===== config.mk =====
export PLATFORM = sky130hd
export DESIGN_NAME = udp_relay_classifier_rate_limit
export DESIGN_NICKNAME = d
export VERILOG_FILES = /design/src/design/urcrl_pkg.sv /design/src/design/udp_relay_classifier_rate_limit.sv
export SDC_FILE = /design/constraint.sdc
export NUM_CORES = 1
export LEC_CHECK = 0
export CORE_MARGIN = 1.5
export CORE_UTILIZATION = 50
export CTS_BUF_LIST = sky130_fd_sc_hd__clkbuf_16
export CTS_CLUSTER_DIAMETER = 30
export CTS_CLUSTER_SIZE = 30
export DETAILED_ROUTE_END_ITERATION = 10
export DONT_BUFFER_PORTS = 1
export GPL_TIMING_DRIVEN = 0
export PLACE_DENSITY = 0.7
export SLEW_MARGIN = 0
export SYNTH_ARGS = -nofsm -noshare
export SYNTH_HDL_FRONTEND = slang
export SYNTH_SLANG_ARGS = --single-unit

===== constraint.sdc =====
create_clock -name clock -period 8.2 [get_ports clock]
set_input_delay 1.23 -clock clock [delete_from_list [all_inputs] [get_ports clock]]
set_output_delay 1.23 -clock clock [all_outputs]
set_load 0.01 [all_outputs]

===== src/design/urcrl_pkg.sv =====
package urcrl_pkg;

   localparam int FIXED_PORT_COUNT = 3;

   localparam logic        FUNC_BYTE = 1'b0;
   localparam logic        FUNC_TICK = 1'b1;

   localparam logic [1:0]  VERDICT_PASS    = 2'd0;
   localparam logic [1:0]  VERDICT_BCAST   = 2'd1;
   localparam logic [1:0]  VERDICT_UNICAST = 2'd2;
   localparam logic [1:0]  VERDICT_DROP    = 2'd3;

   typedef enum logic [1:0] {
      CSR_RELAY_ENABLE,
      CSR_PORT_ENABLE_MASK,
      CSR_HOST_BROADCAST_IP,
      CSR_PACKETS_PER_SECOND
   } csr_index_type;

   localparam logic [15:0] PPS_RESET      = 16'd100;
   localparam logic [15:0] ETHERTYPE_IPV4 = 16'h0800;
   localparam logic [7:0]  PROTO_UDP      = 8'd17;
   localparam logic [31:0] GUEST_NET      = 32'h0a0a0a00;
   localparam logic [31:0] GUEST_MASK     = 32'hffffff00;
   localparam logic [31:0] GUEST_BCAST    = 32'h0a0a0aff;
   localparam logic [31:0] ALL_ONES_IP    = 32'hffffffff;
   localparam logic [7:0]  MIN_LAST_POS   = 8'd41;
   localparam logic [15:0] UDP_HDR_LEN    = 16'd8;
   localparam logic [15:0] MAX_UDP_LEN    = 16'd1508;
   localparam logic [10:0] MAX_PAYLOAD    = 11'd1500;

   typedef struct packed {
      logic [7:0]  byte_position;
      logic        dest_mac_all_ones;
      logic [15:0] ether_type;
      logic [3:0]  header_words;
      logic [7:0]  ip_protocol;
      logic [31:0] source_ip;
      logic [31:0] dest_ip;
      logic [15:0] udp_source_port;
      logic [15:0] udp_dest_port;
      logic [15:0] udp_length;
      logic        udp_header_seen;
   } frame_type;

   function automatic logic [15:0] fixed_port(input logic [1:0] idx);
      logic [15:0] port;
      case (idx)
         2'd0:    port = 16'd32770;
         2'd1:    port = 16'd32771;
         2'd2:    port = 16'd49171;
         default: port = 16'd0;
      endcase
      return port;
   endfunction

endpackage


===== src/design/udp_relay_classifier_rate_limit.sv =====
// a frame's last byte is registered in the input stage, then in the result register, before its word shows on rsp_valid
// throughput: one input word per cycle, ticks and middle bytes included; a last byte
// waits in the input stage only while the previous result word is not yet accepted
// the rate is set by the single capture/decision stage between input and result registers
// reset (synchronous, active high) restores register defaults, clears capture state,
// the learned guest address, the window count and both valid stages
module udp_relay_classifier_rate_limit #(
   parameter int PORT_COUNT = 3
) (
   input  logic        clock,
   input  logic        reset,
   input  logic        req_valid,
   output logic        req_ready,
   input  logic        req_func,
   input  logic [7:0]  req_data_byte,
   input  logic        req_last_byte,
   output logic        rsp_valid,
   input  logic        rsp_ready,
   output logic [1:0]  rsp_verdict,
   output logic        rsp_consumed,
   output logic [1:0]  rsp_port_index,
   output logic [15:0] rsp_relay_dest_port,
   output logic [31:0] rsp_relay_dest_ip,
   output logic [10:0] rsp_payload_length,
   output logic [31:0] rsp_learned_guest_ip,
   input  logic        csr_wen,
   input  logic [1:0]  csr_index,
   input  logic [31:0] csr_wdata
);
   import urcrl_pkg::*;

   localparam int NUM_PORTS =
      (PORT_COUNT < FIXED_PORT_COUNT) ? PORT_COUNT : FIXED_PORT_COUNT;

   localparam logic [7:0] POS_MAC_END  = 8'd6;
   localparam logic [7:0] POS_ETYPE_HI = 8'd12;
   localparam logic [7:0] POS_ETYPE_LO = 8'd13;
   localparam logic [7:0] POS_IHL      = 8'd14;
   localparam logic [7:0] POS_PROTO    = 8'd23;
   localparam logic [7:0] POS_SIP_LO   = 8'd26;
   localparam logic [7:0] POS_SIP_HI   = 8'd29;
   localparam logic [7:0] POS_DIP_LO   = 8'd30;
   localparam logic [7:0] POS_DIP_HI   = 8'd33;
   localparam logic [7:0] POS_MAX      = 8'd255;
   localparam logic [7:0] UDP_HDR_BYTES = 8'd8;

   localparam frame_type FRAME_CLEAR = '{
      byte_position:     8'd0,
      dest_mac_all_ones: 1'b1,
      ether_type:        16'd0,
      header_words:      4'd0,
      ip_protocol:       8'd0,
      source_ip:         32'd0,
      dest_ip:           32'd0,
      udp_source_port:   16'd0,
      udp_dest_port:     16'd0,
      udp_length:        16'd0,
      udp_header_seen:   1'b0
   };

   // configuration
   logic        relay_enable_ff;
   logic [2:0]  port_mask_ff;
   logic [31:0] host_bcast_ff;
   logic [15:0] pps_ff;

   // input stage
   logic        s1_valid_ff;
   logic        s1_func_ff;
   logic [7:0]  s1_byte_ff;
   logic        s1_last_ff;

   // block state
   frame_type   frame_ff, frame_in, cap;
   logic [31:0] guest_ff, guest_in;
   logic [15:0] wc_ff, wc_in;

   // result stage
   logic        rsp_valid_ff;
   logic [1:0]  verdict_ff, verdict_in;
   logic        consumed_ff, consumed_in;
   logic [1:0]  pidx_ff, pidx_in;
   logic [15:0] dport_ff, dport_in;
   logic [31:0] dip_ff, dip_in;
   logic [10:0] plen_ff, plen_in;

   logic        is_tick, frame_end, out_free, advance;
   logic [3:0]  words;
   logic [7:0]  udp_base, udp_off;
   logic        in_udp;
   logic        checks_ok, bcast, ext, hit;
   logic [NUM_PORTS-1:0] dmatch, smatch;
   logic        d_found, s_found, found;
   logic [1:0]  d_idx, s_idx, idx;
   logic [15:0] plen_wide;

   assign is_tick   = (s1_func_ff == FUNC_TICK);
   assign frame_end = s1_valid_ff && !is_tick && s1_last_ff;
   assign out_free  = !rsp_valid_ff || rsp_ready;
   assign advance   = s1_valid_ff && (!frame_end || out_free);
   assign req_ready = !s1_valid_ff || advance;

   // header capture for the byte in the input stage
   always_comb begin
      words    = (frame_ff.byte_position == POS_IHL) ? s1_byte_ff[3:0] : frame_ff.header_words;
      udp_base = POS_IHL + {2'b00, words, 2'b00};
      udp_off  = frame_ff.byte_position - udp_base;
      in_udp   = (frame_ff.byte_position >= udp_base) && (udp_off < UDP_HDR_BYTES);
      cap      = frame_ff;
      if (frame_ff.byte_position < POS_MAC_END && s1_byte_ff != 8'hff) begin
         cap.dest_mac_all_ones = 1'b0;
      end
      if (frame_ff.byte_position == POS_ETYPE_HI) cap.ether_type[15:8] = s1_byte_ff;
      if (frame_ff.byte_position == POS_ETYPE_LO) cap.ether_type[7:0] = s1_byte_ff;
      if (frame_ff.byte_position == POS_IHL) cap.header_words = s1_byte_ff[3:0];
      if (frame_ff.byte_position == POS_PROTO) cap.ip_protocol = s1_byte_ff;
      if (frame_ff.byte_position >= POS_SIP_LO && frame_ff.byte_position <= POS_SIP_HI) begin
         cap.source_ip = {frame_ff.source_ip[23:0], s1_byte_ff};
      end
      if (frame_ff.byte_position >= POS_DIP_LO && frame_ff.byte_position <= POS_DIP_HI) begin
         cap.dest_ip = {frame_ff.dest_ip[23:0], s1_byte_ff};
      end
      if (in_udp) begin
         case (udp_off[2:0])
            3'd0, 3'd1: cap.udp_source_port = {frame_ff.udp_source_port[7:0], s1_byte_ff};
            3'd2, 3'd3: cap.udp_dest_port = {frame_ff.udp_dest_port[7:0], s1_byte_ff};
            3'd4, 3'd5: cap.udp_length = {frame_ff.udp_length[7:0], s1_byte_ff};
            3'd7:       cap.udp_header_seen = 1'b1;
            default:    ;
         endcase
      end
      if (frame_ff.byte_position != POS_MAX) begin
         cap.byte_position = frame_ff.byte_position + 8'd1;
      end
   end

   // port lookup, destination before source, lowest index wins
   always_comb begin
      d_found = 1'b0;
      s_found = 1'b0;
      d_idx   = 2'd0;
      s_idx   = 2'd0;
      for (int i = 0; i < NUM_PORTS; i++) begin
         dmatch[i] = (cap.udp_dest_port == fixed_port(2'(i)));
         smatch[i] = (cap.udp_source_port == fixed_port(2'(i)));
      end
      for (int i = NUM_PORTS - 1; i >= 0; i--) begin
         if (dmatch[i]) begin
            d_found = 1'b1;
            d_idx   = 2'(i);
         end
         if (smatch[i]) begin
            s_found = 1'b1;
            s_idx   = 2'(i);
         end
      end
      found = d_found || s_found;
      idx   = d_found ? d_idx : s_idx;
   end

   // frame end decision
   always_comb begin
      checks_ok = relay_enable_ff && (frame_ff.byte_position >= MIN_LAST_POS) &&
                  (cap.ether_type == ETHERTYPE_IPV4) && (cap.ip_protocol == PROTO_UDP);
      bcast = cap.dest_mac_all_ones || (cap.dest_ip == ALL_ONES_IP) ||
              (cap.dest_ip == GUEST_BCAST);
      ext   = !bcast && ((cap.dest_ip & GUEST_MASK) != GUEST_NET);
      hit   = checks_ok && cap.udp_header_seen && found && (bcast || ext) && port_mask_ff[idx];
      plen_wide = cap.udp_length - UDP_HDR_LEN;

      guest_in    = guest_ff;
      wc_in       = wc_ff;
      verdict_in  = VERDICT_PASS;
      consumed_in = 1'b0;
      pidx_in     = 2'd0;
      dport_in    = 16'd0;
      dip_in      = 32'd0;
      plen_in     = 11'd0;

      if (checks_ok && ((cap.source_ip & GUEST_MASK) == GUEST_NET) &&
          (cap.source_ip != GUEST_BCAST)) begin
         guest_in = cap.source_ip;
      end
      if (hit) begin
         if (wc_ff >= pps_ff) begin
            verdict_in  = VERDICT_DROP;
            consumed_in = 1'b1;
            pidx_in     = idx;
         end else begin
            wc_in = wc_ff + 16'd1;
            // window slot is spent even when the length is bad
            if (cap.udp_length > UDP_HDR_LEN && cap.udp_length <= MAX_UDP_LEN) begin
               verdict_in  = bcast ? VERDICT_BCAST : VERDICT_UNICAST;
               consumed_in = ext;
               pidx_in     = idx;
               dport_in    = cap.udp_dest_port;
               dip_in      = bcast ? host_bcast_ff : cap.dest_ip;
               plen_in     = plen_wide[10:0];
            end
         end
      end

      frame_in = frame_end ? FRAME_CLEAR : cap;
   end

   always_ff @(posedge clock) begin
      if (reset) begin
         relay_enable_ff <= 1'b0;
         port_mask_ff    <= 3'd0;
         host_bcast_ff   <= 32'd0;
         pps_ff          <= PPS_RESET;
      end else if (csr_wen) begin
         case (csr_index_type'(csr_index))
            CSR_RELAY_ENABLE:       relay_enable_ff <= csr_wdata[0];
            CSR_PORT_ENABLE_MASK:   port_mask_ff    <= csr_wdata[2:0];
            CSR_HOST_BROADCAST_IP:  host_bcast_ff   <= csr_wdata;
            CSR_PACKETS_PER_SECOND: pps_ff          <= csr_wdata[15:0];
            default:                ;
         endcase
      end
   end

   always_ff @(posedge clock) begin
      if (reset) begin
         s1_valid_ff <= 1'b0;
      end else if (req_ready) begin
         s1_valid_ff <= req_valid;
      end
      if (req_ready) begin
         s1_func_ff <= req_func;
         s1_byte_ff <= req_data_byte;
         s1_last_ff <= req_last_byte;
      end
   end

   always_ff @(posedge clock) begin
      if (reset) begin
         frame_ff <= FRAME_CLEAR;
         guest_ff <= 32'd0;
         wc_ff    <= 16'd0;
      end else if (advance) begin
         if (is_tick) begin
            wc_ff <= 16'd0;
         end else begin
            frame_ff <= frame_in;
            if (frame_end) begin
               guest_ff <= guest_in;
               wc_ff    <= wc_in;
            end
         end
      end
   end

   always_ff @(posedge clock) begin
      if (reset) begin
         rsp_valid_ff <= 1'b0;
      end else if (advance && frame_end) begin
         rsp_valid_ff <= 1'b1;
      end else if (rsp_ready) begin
         rsp_valid_ff <= 1'b0;
      end
      if (advance && frame_end) begin
         verdict_ff  <= verdict_in;
         consumed_ff <= consumed_in;
         pidx_ff     <= pidx_in;
         dport_ff    <= dport_in;
         dip_ff      <= dip_in;
         plen_ff     <= plen_in;
      end
   end

   assign rsp_valid            = rsp_valid_ff;
   assign rsp_verdict          = verdict_ff;
   assign rsp_consumed         = consumed_ff;
   assign rsp_port_index       = pidx_ff;
   assign rsp_relay_dest_port  = dport_ff;
   assign rsp_relay_dest_ip    = dip_ff;
   assign rsp_payload_length   = plen_ff;
   assign rsp_learned_guest_ip = guest_ff;

endmodule


== Yosys cells after proc, flatten, opt, wreduce, memory -nomap -nowiden ==
Index checks and enable logic that the tools add are counted.

* Add/subtract/negate cells: 5
* Magnitude comparators: 12
* Equality and inequality tests: 29
* Muxes and demuxes: 43
* Bitwise logic cells: 3
* Reductions and logical operators: 49

{| class="wikitable"
|+ Operators by type and width
! operator !! count
|-
| two-way mux 150 bit || 1
|-
| two-way mux 16 bit || 7
|-
| == test 16 bit (second input constant) || 6
|-
| two-way mux 32 bit || 3
|-
| two-way mux 49 bit || 1
|-
| == test 32 x 28 -> 1 bit (second input constant) || 1
|-
| == test 32 bit (second input constant) || 1
|-
| two-way mux 8 bit || 4
|-
| inequality test 32 x 28 -> 1 bit (second input constant) || 1
|-
| == test 24 x 20 -> 1 bit (second input constant) || 1
|-
| == test 8 x 4 -> 1 bit (second input constant) || 3
|-
| two-way mux 2 bit || 12
|-
| inequality test 24 x 20 -> 1 bit (second input constant) || 1
|-
| logical AND 1 bit || 19
|-
| adder 16 x 1 -> 16 bit (second input constant) || 1
|-
| == test 16 x 12 -> 1 bit (second input constant) || 1
|-
| == test 8 x 5 -> 1 bit (second input constant) || 2
|-
| greater-or-equal comparator 16 bit || 1
|-
| greater-or-equal comparator 8 x 5 -> 1 bit (second input constant) || 2
|-
| greater-than comparator 16 x 4 -> 1 bit (second input constant) || 1
|-
| less-or-equal comparator 16 x 11 -> 1 bit (second input constant) || 1
|-
| inequality test 8 bit (second input constant) || 2
|-
| two-way mux 1 bit || 13
|-
| subtractor 11 x 4 -> 11 bit (second input constant) || 1
|-
| other kinds (29) || 55
|}

* Flip-flop bits (word level): 326
* Bits of input ports: 49
* Output and inout port bits: 98
* Word-level logic and storage cells: 169

== Longest topological paths before layout ==
Gate-level depths: netlist of the first run.

* Depth after elaboration: 19
* Depth in mapped cells: 26
* Mapped depth without buffers: 23

== Worst setup path after synthesis of the first run ==
Ideal clock, no wire load.

* Path type: register to register
* Start: register frame_ff[147] (netlist bit)
* End: register dport_ff[10], in the netlist rsp_relay_dest_port[10] (data pin)
* Setup time: 0.259 ns
* Arrival: 5.254 ns
* Path slack: 2.688 ns
* Cell stages (with the launch flop): 25
* Cell sequence: dfxtp_1 > clkbuf_1 > or4_4 > o21ai_0 > nand2_1 > nor2_1 > xor2_1 > nand2_1 > o21ai_0 > ha_1 > clkbuf_1 > a211o_1 > a211oi_1 > a32oi_1 > a22oi_1 > o221ai_2 > nor2_2 > mux2i_2 > mux2i_1 > mux2_1 > mux2_4 > nand4_2 > buf_2 > buf_2 > a21oi_1

* Cells in the longest elaborated chain, start to end: 18

{| class="wikitable"
|+ RTL lines
! item !! line !! RTL
|-
| from (decl) || udp_relay_classifier_rate_limit.sv:74 || <nowiki>frame_type frame_ff, frame_in, cap;</nowiki>
|-
| from (signal assigned) || udp_relay_classifier_rate_limit.sv:245 || <nowiki>frame_ff <= frame_in;</nowiki>
|-
| parallel branches: the longest is 18 deep, another holds subtractor 8 x 7 -> 8 bit || -- ||
|-
| to (signal assigned) || udp_relay_classifier_rate_limit.sv:266 || <nowiki>dport_ff <= dport_in;</nowiki>
|-
| to (decl) || udp_relay_classifier_rate_limit.sv:83 || <nowiki>logic [15:0] dport_ff, dport_in;</nowiki>
|}

Several ways; the timed one is not identified. The select of a mux whose other input is x is not followed.
A chain may end at the register's enable or synchronous reset.

== Final worst setup path of the first run ==
* Start: register frame_ff[147] (netlist bit)
* End: register dip_ff[14], in the netlist rsp_relay_dest_ip[14] (data pin)

* Cells in the longest elaborated chain, start to end: 18

{| class="wikitable"
|+ RTL lines
! item !! line !! RTL
|-
| parallel branches: the longest is 18 deep, another holds subtractor 8 x 7 -> 8 bit || -- ||
|-
| to (signal assigned) || udp_relay_classifier_rate_limit.sv:267 || <nowiki>dip_ff <= dip_in;</nowiki>
|-
| to (decl) || udp_relay_classifier_rate_limit.sv:84 || <nowiki>logic [31:0] dip_ff, dip_in;</nowiki>
|}

Several ways; the timed one is not identified. The select of a mux whose other input is x is not followed.

==> impl_metrics.json, run 1 <==
{
  "status": "finished clean",
  "max-cap-violations": 0,
  "min_from": "host_bcast_ff[7]$_SDFFE_PP0P_",
  "hold_path_depth": 2,
  "dp_slack_ns": 1.390,
  "finalSetupTns_ns": 0,
  "final_max_slew_viol_count": 0,
  "r2r_end": "rsp_relay_dest_ip[14]$_SDFFCE_PP0P_",
  "worst_ep_required_time_ns": 8.47,
  "max-slew-margin-rel_pct": 4.446,
  "r2r_slack_ns": 1.30,
  "clk_pin_slew_ns": 0.05,
  "synth_ff_type": "dfxtp_1",
  "nNetsFinal": 1771,
  "grt_max_degree": 35,
  "cp-start-kind": "register",
  "hold_end": "host_bcast_ff[7]$_SDFFE_PP0P_",
  "wire_per_inst_microns": 19.66,
  "yosys_warnings": 0,
  "root_buffer": "clkbuf_16",
  "hpwl_mm": 29.07,
  "overflow": 0,
  "ant_nets": 0,
  "fillCellCount": 2349,
  "die_width_microns": 174.4,
  "grtUsageTotal_pct": 27.27,
  "core.rowCount": 62,
  "antenna_found_initial": 2,
  "worst_pin_slew_ns": 1.397,
  "hold_viol": 0,
  "postCtsSetupBuffers": 0,
  "synth_area_sq_um": 14690,
  "grt_first_pass_wirelength_mm": 66.31,
  "vias": 12930,
  "wl_mm": 42.02,
  "critPathKind": "reg2reg",
  "arrival_ns": 7.17,
  "finalCritPeriodShare_pct": 84.18,
  "finalClockSkew_ns": 0.02510,
  "ys_ff_latch": 326,
  "setup_slack_ns": 1.297,
  "ys_seq_area_share_pct": 49.48,
  "leakagePower_uw": 0.006877,
  "hp-class": "reg2reg",
  "setup_viol": 0,
  "crit_path_max_fanout": 10,
  "reg2reg_depth": 23,
  "p_total_uw": 4661,
  "cts_tree": "built",
  "async_flop_share_pct": 0,
  "fmax_mhz": 144.9,
  "cts.htree.levels": 3,
  "start_util_pct": 51.03,
  "dieArea_sq_um": 30410,
  "vdd.ir_drop.worst_mv": 0.1612,
  "final_common_cell": "nor2_1",
  "area_delta_synth_final_pct": 20.41,
  "numCtsBuffers": 72,
  "layout-drive-gt1-share_pct": 8.338,
  "holdWs_ns": 0.4542,
  "drt_iter0_markers": 1312,
  "final_cell_mix": "nor2_1 (279), dfxtp_1 (252), nand2_1 (163)",
  "ios": 147,
  "period_needed_ns": 6.903,
  "insertion_delay_ns": 0.57,
  "syn_inst": 1618,
  "cts-resized-gates": 0,
  "synthDistinctLibCells": 73,
  "core-area_sq_um": 28780,
  "dr.pass1.iters": 6,
  "synth_edf_count": 74,
  "cts_sinks": 326,
  "drc": 0,
  "via_per_inst": 6.052,
  "grt_pass1_vias": 12390,
  "worst_setup_path_end_kind": "register",
  "r2r_start": "frame_ff[147]$_SDFFE_PP0P_",
  "gp_congestion": 0.8906,
  "cellPowerDensity_nw_per_um2": 263.6,
  "postLayoutCoreUtil_pct": 61.45,
  "cts_hold_repair.buffers": 0,
  "synth_fp_nets": 1695,
  "syn_avg_cell_area_sq_um": 9.077,
  "io_buffer_count": 0,
  "rsz0062_at_grt": "false",
  "die-height_microns": 174.4,
  "clockBufferDepth": 3
}
-- power by group --
| group | total [uW] | switching (uW) | leakage, uW | internal, uW |
|---|---|---|---|---|
| sequential | 1670 | 9.83 | 0.00287 | 1660 |
| clock | 2890 | 931 | 0.00123 | 1960 |
| combinational | 106 | 82.4 | 0.00278 | 23.8 |
| total | 4660 | 1020 | 0.00688 | 3640 |
-- metal layers --
layer	part of all wire, %	GRT usage (%)	wire (microns)
met3	8.3	6.409	3493
met1	42	35.22	17780
met2	47	43.51	19550
met4	2.9	12.07	1208
met5	0	0	0
-- cells in the mapped netlist (7+ instances only) --
cell      instances  area share [%]
a21o_1           18            0.92
o2111a_1          8            0.61
inv_1            32            0.82
nor2_1          280             7.2
nor4_1           22            0.94
a211oi_1         48             2.5
nor4b_1           8            0.48
nand2_1         163             4.2
ha_1             28             2.4
nor3_1           20            0.68
xor2_1           10            0.60
and2_1           23            0.98
nand2b_1          7            0.30
dfxtp_1         252              34
and3_1           15            0.64
nand3_1          19            0.65
nor2b_1          11            0.47
xnor2_1           9            0.54
edfxtp_1         74              15
nand4_1          24             1.0
mux2i_1          57             3.9
a21oi_1          89             3.0
or3_1             7            0.30
clkbuf_1        105             2.7
a22oi_1         137             7.0
buf_2             9            0.31
o21ai_0          41             1.4
-- cell families (layout without fill, tap and decap cells) --
family	Yosys count	after routing	share of synthesized area, %
other	0	2	0
flip-flops	326	326	49.48
buffers and inverters	152	285	4.038
adder cells (fa/ha/maj)	28	28	2.385
AO/OA/AOI/OAI	403	403	19.13
AND/OR/NAND/NOR	627	627	19.44
multiplexers	63	63	4.387
XOR/XNOR	19	19	1.133
-- metrics by stage --
step / instances / area (sq um)
floorplan: 1618 / 14690
global placement: 2002 / 15170
CTS: 2135 / 17680
finish: 2137 / 17680
global route: 2137 / 17680
detailed placement: 2004 / 15220
-- final cells by class --
| cell class | count | area, sq um | area share, % |
|---|---|---|---|
| Sequential cell | 326 | 7267 | 41.09 |
| Tap cell | 384 | 480.5 | 2.717 |
| Buffer | 120 | 473.0 | 2.674 |
| Inverter | 32 | 120.1 | 0.6792 |
| Antenna cell | 2 | 5.005 | 0.02830 |
| Clock inverter | 57 | 605.6 | 3.424 |
| Clock buffer | 74 | 1852 | 10.47 |
| Timing Repair Buffer | 2 | 47.55 | 0.2689 |
| Multi-Input combinational cell | 1140 | 6834 | 38.64 |
-- worst max path at each step --
stage	startpoint	end
floorplan	frame_ff[147]$_SDFFE_PP0P_	rsp_relay_dest_port[10]$_SDFFCE_PP0P_
global placement	rsp_ready	wc_ff[10]$_SDFFE_PP0P_
detailed placement	frame_ff[147]$_SDFFE_PP0P_	rsp_relay_dest_ip[14]$_SDFFCE_PP0P_
CTS	frame_ff[147]$_SDFFE_PP0P_	rsp_relay_dest_ip[14]$_SDFFCE_PP0P_
global route	frame_ff[147]$_SDFFE_PP0P_	rsp_relay_dest_ip[14]$_SDFFCE_PP0P_
finish	frame_ff[147]$_SDFFE_PP0P_	rsp_relay_dest_ip[14]$_SDFFCE_PP0P_
-- critical path, stage by stage (launching register included) --
cell and delay [ns]:
dfxtp_1 0.31, clkbuf_1 0.23, or4_4 0.57, o21ai_0 0.33
nand2_1 0.22, nor2_1 0.15, xor2_1 0.16, nand2_1 0.07
o21ai_0 0.10, ha_1 0.26, clkbuf_1 0.20, a211o_1 0.37
a211oi_1 0.23, a32oi_1 0.08, a22oi_1 0.26, o221ai_2 0.28
nor2_2 0.45, mux2i_2 0.41, mux2i_1 0.36, mux2_1 0.36
mux2_4 0.31, nand4_2 0.18, clkbuf_1 0.57, a211oi_1 0.14
-- state kept, by name, summed over array words and instances (netlist names), 3 cells and up --
| signal | cells |
|---|---|
| frame_ff | 150 |
| host_bcast_ff | 32 |
| rsp_learned_guest_ip | 32 |
| rsp_relay_dest_ip | 32 |
| pps_ff | 16 |
| rsp_relay_dest_port | 16 |
| wc_ff | 16 |
| rsp_payload_length | 11 |
| s1_byte_ff | 8 |
| port_mask_ff | 3 |
(Power assumes the default switching activity.)
==> inputs of run 2 (changes only) <==
==> constraint.sdc (replaced) <==
create_clock -name clock -period 6.8 [get_ports clock]
set_input_delay 1.02 -clock clock [delete_from_list [all_inputs] [get_ports clock]]
set_output_delay 1.02 -clock clock [all_outputs]
set_load 0.01 [all_outputs]
==> run 2 against run 1 <==
Against the previous run: cell area is 0.16% higher; total power is 21% higher; die area stayed put; final cell count hardly changed; largest power group unchanged.
==> impl_metrics.json, run 2 (synthesized netlist as in run 1, its figures left out) <==
{
  "status": "finished clean",
  "vias": 12970,
  "gp_congestion": 0.8906,
  "worst_setup_path_end_kind": "register",
  "worst_ep_required_time_ns": 7.09,
  "setup_viol": 0,
  "vdd.ir_drop.worst_mv": 0.1950,
  "clockBufferDepth": 3,
  "grtUsageTotal_pct": 27.27,
  "cts_hold_repair.buffers": 0,
  "crit_path_max_fanout": 10,
  "die-height_microns": 174.4,
  "grt_first_pass_wirelength_mm": 66.31,
  "antenna_found_initial": 2,
  "hpwl_mm": 29.07,
  "wl_mm": 42.02,
  "insertion_delay_ns": 0.57,
  "nNetsFinal": 1772,
  "dieArea_sq_um": 30410,
  "crit_end": "rsp_relay_dest_port[4]$_SDFFCE_PP0P_",
  "startpoint": "frame_ff[147]$_SDFFE_PP0P_",
  "ant_nets": 0,
  "grt_max_degree": 35,
  "r2r_start": "frame_ff[147]$_SDFFE_PP0P_",
  "area_delta_synth_final_pct": 20.60,
  "dr.pass1.iters": 5,
  "hold_path_depth": 2,
  "regMostFlops": "frame_ff",
  "overflow": 0,
  "critPathKind": "reg2reg",
  "cts.htree.levels": 3,
  "hp-class": "reg2reg",
  "start_util_pct": 51.03,
  "finalCritPeriodShare_pct": 94.88,
  "clk_pin_slew_ns": 0.05,
  "cts_sinks": 326,
  "period_needed_ns": 6.452,
  "layout-drive-gt1-share_pct": 8.562,
  "finalInstanceArea_sq_um": 17710,
  "core.rowCount": 62,
  "postLayoutCoreUtil_pct": 61.54,
  "min_from": "host_bcast_ff[7]$_SDFFE_PP0P_",
  "placed_cell_area_sq_um": 15220,
  "p_total_uw": 5622,
  "cp-start-kind": "register",
  "final_common_cell": "nor2_1",
  "largest_register_ffs": 150,
  "finalClockSkew_ns": 0.02385,
  "final_max_slew_viol_count": 0,
  "hold_viol": 0,
  "cts_tree": "built",
  "core-area_sq_um": 28780,
  "final_cell_mix": "nor2_1 (279), dfxtp_1 (252), nand2_1 (163)",
  "wire_per_inst_microns": 19.66,
  "die_width_microns": 174.4,
  "arrival_ns": 6.75,
  "io_buffer_count": 0,
  "worst_pin_slew_ns": 1.376,
  "ios": 147,
  "drt_iter0_markers": 1355,
  "max-cap-violations": 0,
  "reg2reg_depth": 21,
  "r2r_slack_ns": 0.35,
  "leakagePower_uw": 0.006889,
  "cellPowerDensity_nw_per_um2": 317.4,
  "root_buffer": "clkbuf_16",
  "fmax_mhz": 155.0,
  "drc": 0,
  "finalSetupTns_ns": 0,
  "numCtsBuffers": 72,
  "max-slew-margin-rel_pct": 5.913,
  "grt_pass1_vias": 12400,
  "via_per_inst": 6.066,
  "r2r_end": "rsp_relay_dest_port[4]$_SDFFCE_PP0P_"
}
==> run 2: area by class of cell <==
type                       instances  area, sq um
clock buffer                      74         1852
antenna                            2        5.005
sequential                       326         7267
tap                              384        480.5
buffer                           120        475.5
fill                            2341        11070
timing repair buffer               3        55.05
multi-input combinational       1140         6852
clock inverter                    57        605.6
inverter                          32        120.1
==> run 2: per-stage QoR <==
| step | setup slack (ns) | instances | hold slack, ns |
|---|---|---|---|
| 6_report | 0.3484 | 2138 | 0.4553 |
| 5_1_grt | -0.006584 | 2138 | 0.4760 |
| 4_1_cts | 0.006928 | 2135 | 0.4566 |
| 3_5_place_dp | -0.009926 | 2004 | 0.4497 |
| 3_3_place_gp | -0.05089 | 2002 | 0.4430 |
| 2_1_floorplan | 1.288 | 1618 | 0.4342 |
==> run 2: layer usage <==
metal	part of all wire (%)	global-route usage, %	vias up
li1	-	-	6034
met1	42	35.18	6197
met2	47	43.54	641
met3	8.7	6.496	97
met4	2.8	11.96	0
met5	0	0	-
==> run 2: worst min-delay path by stage <==
stage	endpoint	slack (ns)
after global routing	host_bcast_ff[29]$_SDFFE_PP0P_	0.48
after detailed placement	host_bcast_ff[7]$_SDFFE_PP0P_	0.45
after floorplan	frame_ff[141]$_SDFFE_PP1P_	0.43
after global placement	host_bcast_ff[26]$_SDFFE_PP0P_	0.44
after CTS	host_bcast_ff[7]$_SDFFE_PP0P_	0.46
final	host_bcast_ff[7]$_SDFFE_PP0P_	0.46
==> run 2: timing repair <==
action / CTS / global route
buffers inserted: 0 / 1
pin swaps: 0 / 1
gates resized for setup: 1 / 6
gates cloned: 0 / 0
endpoints found under the setup margin: 5 / 79
==> run 2: report_power, final <==
group / switching, uW / internal (uW) / total (uW)
clock network: 1120 / 2360 / 3480
logic: 99.7 / 28.7 / 128
registers: 11.9 / 2000 / 2010
==> run 2: worst max-delay path, cell delays in order, from the launching register on <==
cell and delay [ns]:
dfxtp_1 0.31, clkbuf_1 0.23, or4_4 0.57, nor2_1 0.16
clkbuf_1 0.37, mux2_2 0.41, xnor2_1 0.13, ha_1 0.27
clkbuf_1 0.19, or3_1 0.42, o211a_1 0.12, a22oi_1 0.25
o221ai_2 0.29, nor2_4 0.23, mux2i_4 0.32, mux2i_1 0.34
mux2_1 0.36, mux2_4 0.31, nand4_2 0.18, buf_2 0.32
buf_2 0.29, a21oi_1 0.09
